<file path="src/rtl/epve_pkg.sv">
package epve_pkg;

  // Counter width of the encoder; only these low bits of a sample are used
  localparam int unsigned COUNT_WIDTH = 16;
  localparam logic [15:0] CountMask =
      (COUNT_WIDTH >= 16) ? 16'hFFFF : 16'((32'd1 << COUNT_WIDTH) - 32'd1);

  localparam int unsigned POS_W    = 40;
  localparam int unsigned VEL_W    = 32;
  localparam int unsigned CHANGE_W = 42;
  localparam int unsigned VPROD_W  = 59;
  localparam int unsigned NUM_W    = 40;
  localparam int unsigned DIV_STEPS = NUM_W;
  localparam int unsigned DIV_CNT_W = $clog2(DIV_STEPS);

  localparam logic [1:0] REG_COUNT_TOP      = 2'd0;
  localparam logic [1:0] REG_RAD_PER_COUNT  = 2'd1;
  localparam logic [1:0] REG_SAMPLE_RATE_HZ = 2'd2;

  typedef enum logic [2:0] {
    ST_IDLE,
    ST_CALC,
    ST_MUL,
    ST_DIV,
    ST_FIN,
    ST_DONE
  } state_e;

  typedef struct packed {
    logic latch_in;
    logic calc;
    logic mul;
    logic div_step;
    logic fin;
    logic load_out;
  } dp_cmd_t;

  typedef struct packed {
    logic moved;
  } dp_status_t;

endpackage

</file>
<file path="src/rtl/epve_ctrl.sv">
module epve_ctrl import epve_pkg::*; (
  input  logic       clk_i,
  input  logic       rst_ni,
  input  logic       in_valid_i,
  output logic       in_stall_o,
  output logic       out_valid_o,
  input  logic       out_stall_i,
  input  dp_status_t status_i,
  output dp_cmd_t    cmd_o
);

  localparam logic [DIV_CNT_W-1:0] DivLast = DIV_CNT_W'(DIV_STEPS - 1);

  state_e               state_q, state_d;
  logic [DIV_CNT_W-1:0] cnt_q, cnt_d;
  logic                 out_valid_q, out_valid_d;

  always_ff @(posedge clk_i or negedge rst_ni) begin
    if (!rst_ni) begin
      state_q     <= ST_IDLE;
      cnt_q       <= '0;
      out_valid_q <= 1'b0;
    end else begin
      state_q     <= state_d;
      cnt_q       <= cnt_d;
      out_valid_q <= out_valid_d;
    end
  end

  always_comb begin
    cmd_o       = '0;
    state_d     = state_q;
    cnt_d       = cnt_q;
    out_valid_d = out_valid_q;
    in_stall_o  = (state_q != ST_IDLE);
    // drop the held result once it is transferred
    if (out_valid_q && !out_stall_i) out_valid_d = 1'b0;
    case (state_q)
      ST_IDLE: begin
        if (in_valid_i) begin
          cmd_o.latch_in = 1'b1;
          state_d        = ST_CALC;
        end
      end
      ST_CALC: begin
        cmd_o.calc = 1'b1;
        state_d    = ST_MUL;
      end
      ST_MUL: begin
        cmd_o.mul = 1'b1;
        cnt_d     = '0;
        state_d   = status_i.moved ? ST_FIN : ST_DIV;
      end
      ST_DIV: begin
        cmd_o.div_step = 1'b1;
        cnt_d          = cnt_q + 1'b1;
        if (cnt_q == DivLast) state_d = ST_FIN;
      end
      ST_FIN: begin
        cmd_o.fin = 1'b1;
        state_d   = ST_DONE;
      end
      ST_DONE: begin
        // wait for the output register to free up
        if (!out_valid_q || !out_stall_i) begin
          cmd_o.load_out = 1'b1;
          out_valid_d    = 1'b1;
          state_d        = ST_IDLE;
        end
      end
      default: state_d = ST_IDLE;
    endcase
  end

  assign out_valid_o = out_valid_q;

endmodule

</file>
<file path="src/rtl/epve_dp.sv">
module epve_dp import epve_pkg::*; (
  input  logic                    clk_i,
  input  logic                    rst_ni,
  input  logic                    cfg_we_i,
  input  logic [1:0]              cfg_idx_i,
  input  logic [23:0]             cfg_wdata_i,
  input  logic [15:0]             count_sample_i,
  input  logic                    zero_position_i,
  input  dp_cmd_t                 cmd_i,
  output dp_status_t              status_o,
  output logic signed [POS_W-1:0] position_o,
  output logic signed [VEL_W-1:0] velocity_o,
  output logic                    moved_o
);

  logic [15:0] count_top_q;
  logic [23:0] rad_per_count_q;
  logic [15:0] sample_rate_q;

  logic [15:0]             now_q;
  logic                    zero_q;
  logic [15:0]             prev_q;
  logic [POS_W-1:0]        acc_q;
  logic [15:0]             idle_q;
  logic                    dir_neg_q;
  logic                    moved_q;
  logic signed [CHANGE_W-1:0] change_q;
  logic [NUM_W-1:0]        num_q;
  logic signed [VPROD_W-1:0] vprod_q;
  logic [15:0]             rem_q;
  logic [NUM_W-1:0]        quo_q;
  logic signed [VEL_W-1:0] vel_q;
  logic signed [POS_W-1:0] pos_out_q;
  logic signed [VEL_W-1:0] vel_out_q;
  logic                    moved_out_q;

  // wrap-corrected count change
  logic signed [17:0] diff, span, half, delta_c;
  logic signed [24:0] rpc_s;
  logic signed [16:0] sr_s;
  logic signed [CHANGE_W-1:0] change_c;
  logic [NUM_W-1:0]   num_c;
  logic               moved_c;

  always_comb begin
    diff = $signed({2'b00, now_q}) - $signed({2'b00, prev_q});
    span = $signed({1'b0, 17'({1'b0, count_top_q} + 17'd1)});
    half = span >>> 1;
    if (diff < -half) begin
      delta_c = diff + span;
    end else if (diff > half) begin
      delta_c = diff - span;
    end else begin
      delta_c = diff;
    end
    rpc_s    = $signed({1'b0, rad_per_count_q});
    sr_s     = $signed({1'b0, sample_rate_q});
    change_c = delta_c * rpc_s;
    num_c    = {16'd0, rad_per_count_q} * {24'd0, sample_rate_q};
    moved_c  = (now_q != prev_q);
  end

  // restoring divider step: quotient of num by idle ticks
  logic [16:0] trial;
  logic        fits;
  always_comb begin
    trial = {rem_q, quo_q[NUM_W-1]};
    fits  = (trial >= {1'b0, idle_q});
  end

  // velocity with rounding and saturation
  logic signed [VPROD_W-1:0] rsum, rshift;
  logic [NUM_W:0]            mag_sum;
  logic [32:0]               mag;
  logic signed [VEL_W-1:0]   vel_move, vel_stop;
  always_comb begin
    rsum   = vprod_q + VPROD_W'(128);
    rshift = rsum >>> 8;
    if (rshift > VPROD_W'(64'sd2147483647)) begin
      vel_move = 32'sh7FFF_FFFF;
    end else if (rshift < -VPROD_W'(64'sd2147483648)) begin
      vel_move = 32'sh8000_0000;
    end else begin
      vel_move = rshift[VEL_W-1:0];
    end
    mag_sum = {1'b0, quo_q} + (NUM_W + 1)'(128);
    mag     = mag_sum[NUM_W:8];
    if (dir_neg_q) begin
      if (mag > 33'h0_8000_0000) vel_stop = 32'sh8000_0000;
      else vel_stop = 32'(~mag + 33'd1);
    end else begin
      if (mag > 33'h0_7FFF_FFFF) vel_stop = 32'sh7FFF_FFFF;
      else vel_stop = mag[VEL_W-1:0];
    end
  end

  always_ff @(posedge clk_i or negedge rst_ni) begin
    if (!rst_ni) begin
      count_top_q     <= 16'd65535;
      rad_per_count_q <= 24'd25736;
      sample_rate_q   <= 16'd1000;
      prev_q          <= '0;
      acc_q           <= '0;
      idle_q          <= '0;
      dir_neg_q       <= 1'b0;
    end else begin
      if (cfg_we_i) begin
        case (cfg_idx_i)
          REG_COUNT_TOP:      count_top_q     <= cfg_wdata_i[15:0];
          REG_RAD_PER_COUNT:  rad_per_count_q <= cfg_wdata_i;
          REG_SAMPLE_RATE_HZ: sample_rate_q   <= cfg_wdata_i[15:0];
          default: ;
        endcase
      end
      if (cmd_i.calc) begin
        prev_q <= now_q;
        if (moved_c) begin
          idle_q <= '0;
          if (delta_c < 0) dir_neg_q <= 1'b1;
          else if (delta_c > 0) dir_neg_q <= 1'b0;
        end else if (idle_q != 16'hFFFF) begin
          idle_q <= idle_q + 16'd1;
        end
      end
      if (cmd_i.mul) begin
        acc_q <= (zero_q ? '0 : acc_q) + change_q[POS_W-1:0];
      end
    end
  end

  always_ff @(posedge clk_i) begin
    if (cmd_i.latch_in) begin
      now_q  <= count_sample_i & CountMask;
      zero_q <= zero_position_i;
    end
    if (cmd_i.calc) begin
      change_q <= change_c;
      num_q    <= num_c;
      moved_q  <= moved_c;
    end
    if (cmd_i.mul) begin
      vprod_q <= change_q * sr_s;
      rem_q   <= '0;
      quo_q   <= num_q;
    end
    if (cmd_i.div_step) begin
      if (fits) begin
        rem_q <= 16'(trial - {1'b0, idle_q});
        quo_q <= {quo_q[NUM_W-2:0], 1'b1};
      end else begin
        rem_q <= trial[15:0];
        quo_q <= {quo_q[NUM_W-2:0], 1'b0};
      end
    end
    if (cmd_i.fin) begin
      vel_q <= moved_q ? vel_move : vel_stop;
    end
    if (cmd_i.load_out) begin
      pos_out_q   <= $signed(acc_q);
      vel_out_q   <= vel_q;
      moved_out_q <= moved_q;
    end
  end

  assign status_o.moved = moved_q;
  assign position_o     = pos_out_q;
  assign velocity_o     = vel_out_q;
  assign moved_o        = moved_out_q;

endmodule

</file>
<file path="src/rtl/encoder_position_velocity_estimator_core.sv">
// A sample is latched in IDLE and passes CALC, MUL, FIN and DONE when the
// count moved; when it did not, the 40-step restoring divider for 1/idle
// time runs in DIV between MUL and FIN. The next sample is taken once DONE has
// loaded the output register, while that result still waits there.
// Reset (async, active low): position, idle count, direction and previous
// count clear, registers take their defaults, and the output is empty.
module encoder_position_velocity_estimator_core import epve_pkg::*; (
  input  logic                    clk_i,
  input  logic                    rst_ni,
  input  logic                    cfg_we_i,
  input  logic [1:0]              cfg_idx_i,
  input  logic [23:0]             cfg_wdata_i,
  input  logic                    in_valid_i,
  output logic                    in_stall_o,
  input  logic [15:0]             count_sample_i,
  input  logic                    zero_position_i,
  output logic                    out_valid_o,
  input  logic                    out_stall_i,
  output logic signed [POS_W-1:0] position_o,
  output logic signed [VEL_W-1:0] velocity_o,
  output logic                    moved_o
);

  dp_cmd_t    cmd;
  dp_status_t status;

  epve_ctrl u_ctrl (
    .clk_i       (clk_i),
    .rst_ni      (rst_ni),
    .in_valid_i  (in_valid_i),
    .in_stall_o  (in_stall_o),
    .out_valid_o (out_valid_o),
    .out_stall_i (out_stall_i),
    .status_i    (status),
    .cmd_o       (cmd)
  );

  epve_dp u_dp (
    .clk_i           (clk_i),
    .rst_ni          (rst_ni),
    .cfg_we_i        (cfg_we_i),
    .cfg_idx_i       (cfg_idx_i),
    .cfg_wdata_i     (cfg_wdata_i),
    .count_sample_i  (count_sample_i),
    .zero_position_i (zero_position_i),
    .cmd_i           (cmd),
    .status_o        (status),
    .position_o      (position_o),
    .velocity_o      (velocity_o),
    .moved_o         (moved_o)
  );

endmodule

</file>
<file path="config.mk">
export PLATFORM = sky130hd
export DESIGN_NAME = encoder_position_velocity_estimator_core
export DESIGN_NICKNAME = d
export VERILOG_FILES = /design/src/rtl/epve_pkg.sv /design/src/rtl/epve_ctrl.sv /design/src/rtl/epve_dp.sv /design/src/rtl/encoder_position_velocity_estimator_core.sv
export SDC_FILE = /design/constraint.sdc
export NUM_CORES = 2
export LEC_CHECK = 0
export ABC_AREA = 0
export BUFFER_PORTS_ARGS = -buffer_cell sky130_fd_sc_hd__buf_2
export CAP_MARGIN = 10
export CORE_UTILIZATION = 60
export CTS_CLUSTER_SIZE = 40
export DETAILED_ROUTE_END_ITERATION = 10
export PLACE_DENSITY = 0.87
export SLEW_MARGIN = 10
export SYNTH_ARGS = -nofsm -noshare
export SYNTH_HDL_FRONTEND = slang
export SYNTH_SLANG_ARGS = --single-unit
export TNS_END_PERCENT = 10
</file>
<file path="constraint.sdc">
create_clock -name clk_i -period 23.8 [get_ports clk_i]
set_input_delay 1.19 -clock clk_i [delete_from_list [all_inputs] [get_ports clk_i]]
set_output_delay 1.19 -clock clk_i [all_outputs]
set_load 0.01 [all_outputs]
</file>
==> impl_metrics.tcl <==
set metrics [dict create \
    global_route.usage.total_pct 32.85 \
    synthesis.yosys.warnings 0 \
    via_count_of_the_first_global_routing_pass 61250 \
    detailedPlace.worstSlack_ps 11150 \
    layout-drive-gt1-share_pct 6.332 \
    drt_wl_total_um 201600 \
    io-pin-count 123 \
    drtPass1Iterations 11 \
    worst_setup_hold_path_clk_slew_ps 60 \
    overflow 0 \
    synth-adder-area-share_pct 44.12 \
    via_per_inst 6.026 \
    detailroute.via_count 57020 \
    global_route_wire_length_before_repair_um 321600 \
    timing.setup.tns_ps 0 \
    die_footprint_mm2 0.1241 \
    synth.yosys.seq_area_share_pct 17.54 \
    worstSetupPathType "reg -> reg" \
    cell_family_with_most_cp_delay "compound AO/OA/AOI/OAI gates" \
    timing.reg2reg.setup_slack_ps 10960 \
    worst_path_fanout_max 25 \
    ctsRootBufferMaster "clkbuf_16" \
    max_slew_violations 0 \
    use_met3_pct 7.633 \
    deepest_clock_path_buffer_count 3 \
    post_synth.cell_area_avg_um2 9.324 \
    synth_top_family_by_area "adder cells" \
    remaining_drc_errors 2 \
    worst_setup_path_start_kind "flip-flop" \
    cp_data_required_time_ps 24340 \
    post_synth_xor_area_fraction_pct 3.652 \
    h_tree_depth_reported_by_cts 2 \
    cts.hold.buffers_added 0 \
    drt-wirelength-per-cell_um 21.31 \
    core_area_mm2 0.1217 \
    cp.buffers_inverters 7 \
    proportion_of_netlist_area_held_by_the_largest_area_contributor_pct 35.09 \
    syn-cell-area_mm2 0.07360 \
    async_reset_ff_share_pct 30.75 \
    status "finished with violations" \
    finalCriticalPeriod_ps 12840 \
    setup.worst_path.end_class "flip-flop" \
    chipHeight_um 352.2 \
    failed_checks "design-rule violations" \
    fillCellCount 9156 \
    synth.mux.area_fraction_pct 1.600 \
    finalWeightedCongestion 0.9751 \
    maxCapViolCount 0 \
    finalSetupViolCount 0 \
    insertion_delay_ps 670 \
    grt_max_degree 85 \
    numPortBuffers 122 \
    area_growth_syn_to_layout_pct 5.226 \
    postSynthRegisterBits 452 \
    count_of_mapped_cells_out_of_synthesis 7893 \
    ys_dominant_reg_cell "edfxtp_1" \
    cts_bufs_inserted 53 \
    final-hold-violation-count 0 \
    drt_iter0_markers 5371 \
    die_w_um 352.2 \
    stage_delay_of_the_slowest_cell_on_the_critical_path_ps 950 \
    use_met1_pct 39.62 \
    synth_compound_area_share_pct 7.375 \
    synth_cell_type_count 82 \
    grt.met2_usage_pct 54.42 \
    fmax_mhz 77.87 \
    detailed_place_hpwl_um 150500 \
    antenna_violation_net_count_after_detailed_routing 0 \
    min-delay-path-class "reg -> reg" \
    final_nets 9659 \
    grt_antenna_before_repair 9 \
    synth.net_count 9762 \
    setup_slack_ps 10960 \
    cts_repair_resize_count 0 \
    ys_top_cells_by_count "inv_1, fa_1, nand2_1" \
    clock_skew_ps 50.72 \
    tritoncts_num_sinks 452 \
    top_usage_layer "met2" \
    arrival_ps 13390 \
    synth_top_area_cell "fa_1" \
    edff_count_synth 313 \
    rsz_0062_raised_after_global_routing "no" \
    tritoncts "built" \
    max_slew.worst_pin.slew_ps 1284 \
    post-cts-setup-buffers 0 \
    post-route-period-util_pct 53.96 \
    synth_area_leaders "fa_1, edfxtp_1, ha_1" \
    yosysMostFrequentCell "inv_1" \
    starting_utilization_of_the_core_area_pct 60.47 \
    std_cell_rows 128 \
    yosys.area_share.simple_pct 15.92 \
    crit_path_top_delay_cell "a22o_1" \
    max-slew-margin-rel_pct 14.39 \
]
==> logic make-up (layout without fill, tap and decap cells) <==
| family | after synthesis | after routing |
|---|---|---|
| and+or+nand+nor | 2466 | 2466 |
| buffers and inverters | 1914 | 1854 |
| adders and majority gates | 1821 | 1821 |
| AOI/OAI and AO/OA | 828 | 828 |
| DFF | 452 | 452 |
| xor gates and xnor gates | 306 | 306 |
| muxes | 106 | 106 |
| other | 0 | 4 |
==> routing by layer <==
layer / vias up / routed length (um)
li1: 24360 / -
met4: 8 / 13500
met3: 1020 / 22520
met5: - / 79
met2: 3492 / 94740
met1: 28140 / 70810
==> area by class of cell <==
cell class | count | area, um2 | share of cell area, %
clock buffers | 59 | 1359 | 1.755
flip-flops and latches | 452 | 12930 | 16.70
multi-input cells | 5527 | 53580 | 69.18
well taps | 1625 | 2033 | 2.625
repair buffers | 205 | 1245 | 1.608
inverters | 1551 | 5824 | 7.521
diodes | 4 | 10.01 | 0.01293
clock inverters | 39 | 462.9 | 0.5978
==> worst reg2reg max path: cells and delay by family (launching register included) <==
family | cells | cell delay [ps]
buf+inv | 7 | 790
xor+xnor | 2 | 520
simple gates | 11 | 2630
fa+ha+maj | 9 | 3670
compound gates | 13 | 4560
flops | 1 | 580
==> layout by cell type (no fill, tap or decap), types with 12 or more instances in the layout <==
| master | n |
|---|---|
| o21bai_1 | 31 |
| o22ai_1 | 18 |
| nand2b_1 | 32 |
| a211oi_1 | 26 |
| o221ai_1 | 23 |
| buf_4 | 82 |
| o211ai_1 | 14 |
| xor2_1 | 101 |
| a221o_1 | 12 |
| o21a_1 | 46 |
| or3_1 | 18 |
| dfrtp_1 | 98 |
| o21ai_0 | 183 |
| nand2_1 | 1158 |
| a31oi_1 | 24 |
| o31a_1 | 12 |
| ha_1 | 531 |
| or2_2 | 23 |
| mux2i_1 | 13 |
| nor4_1 | 32 |
| mux2_2 | 93 |
| nand4_1 | 62 |
| nor3_1 | 74 |
| xnor2_1 | 203 |
| fa_1 | 1290 |
| nand3_1 | 92 |
| and4_1 | 13 |
| and3_1 | 36 |
| nor2b_1 | 73 |
| dfstp_2 | 27 |
| buf_2 | 121 |
| a21oi_1 | 207 |
| o31ai_1 | 15 |
| edfxtp_1 | 313 |
| nor2_1 | 282 |
| clkbuf_16 | 53 |
| inv_1 | 1548 |
| a21o_1 | 84 |
| and2_1 | 526 |
| dfrtp_2 | 13 |
==> path summary, 6_finish.rpt <==
check | startpoint | end | cells after the start
min in group asynchronous | rst_ni | u_ctrl.out_valid_o | 1
min reg2reg | u_dp.vel_q[4] | u_dp.velocity_o[4] | 0
max in group asynchronous | rst_ni | u_dp.sample_rate_q[1] | 2
max reg2reg | u_dp.count_top_q[0] | u_dp.change_q[40] | 42
min | u_dp.vel_q[4] | u_dp.velocity_o[4] | 0
max | u_dp.count_top_q[0] | u_dp.change_q[40] | 42
==> registers in the layout, indices dropped and copies added, names as in the netlist, 16 cells and up <==
name / flops
u_dp.rem_q: 16
u_dp.vel_q: 32
u_dp.change_q: 42
u_dp.sample_rate_q: 16
u_dp.idle_q: 16
u_dp.prev_q: 16
u_dp.count_top_q: 16
u_dp.quo_q: 40
u_dp.position_o: 40
u_dp.num_q: 40
u_dp.velocity_o: 32
u_dp.acc_q: 40
u_dp.vprod_q: 52
u_dp.rad_per_count_q: 24
u_dp.now_q: 16
==> per-stage QoR <==
step | instance area, um2 | cells | hold WS (ps) | util (%)
2_1_floorplan | 73600 | 7893 | 400.3 | -
3_3_place_gp | 75600 | 9359 | 402.7 | 62.11
6_report | 77440 | 9462 | 416.8 | 63.63
3_5_place_dp | 75600 | 9359 | 404.5 | 62.11
4_1_cts | 77420 | 9457 | 406.2 | 63.61
5_1_grt | 77430 | 9458 | 408.6 | 63.62
Power is not shown: default switching activity piles up to over one toggle a cycle in this logic, so the estimate is an artifact.
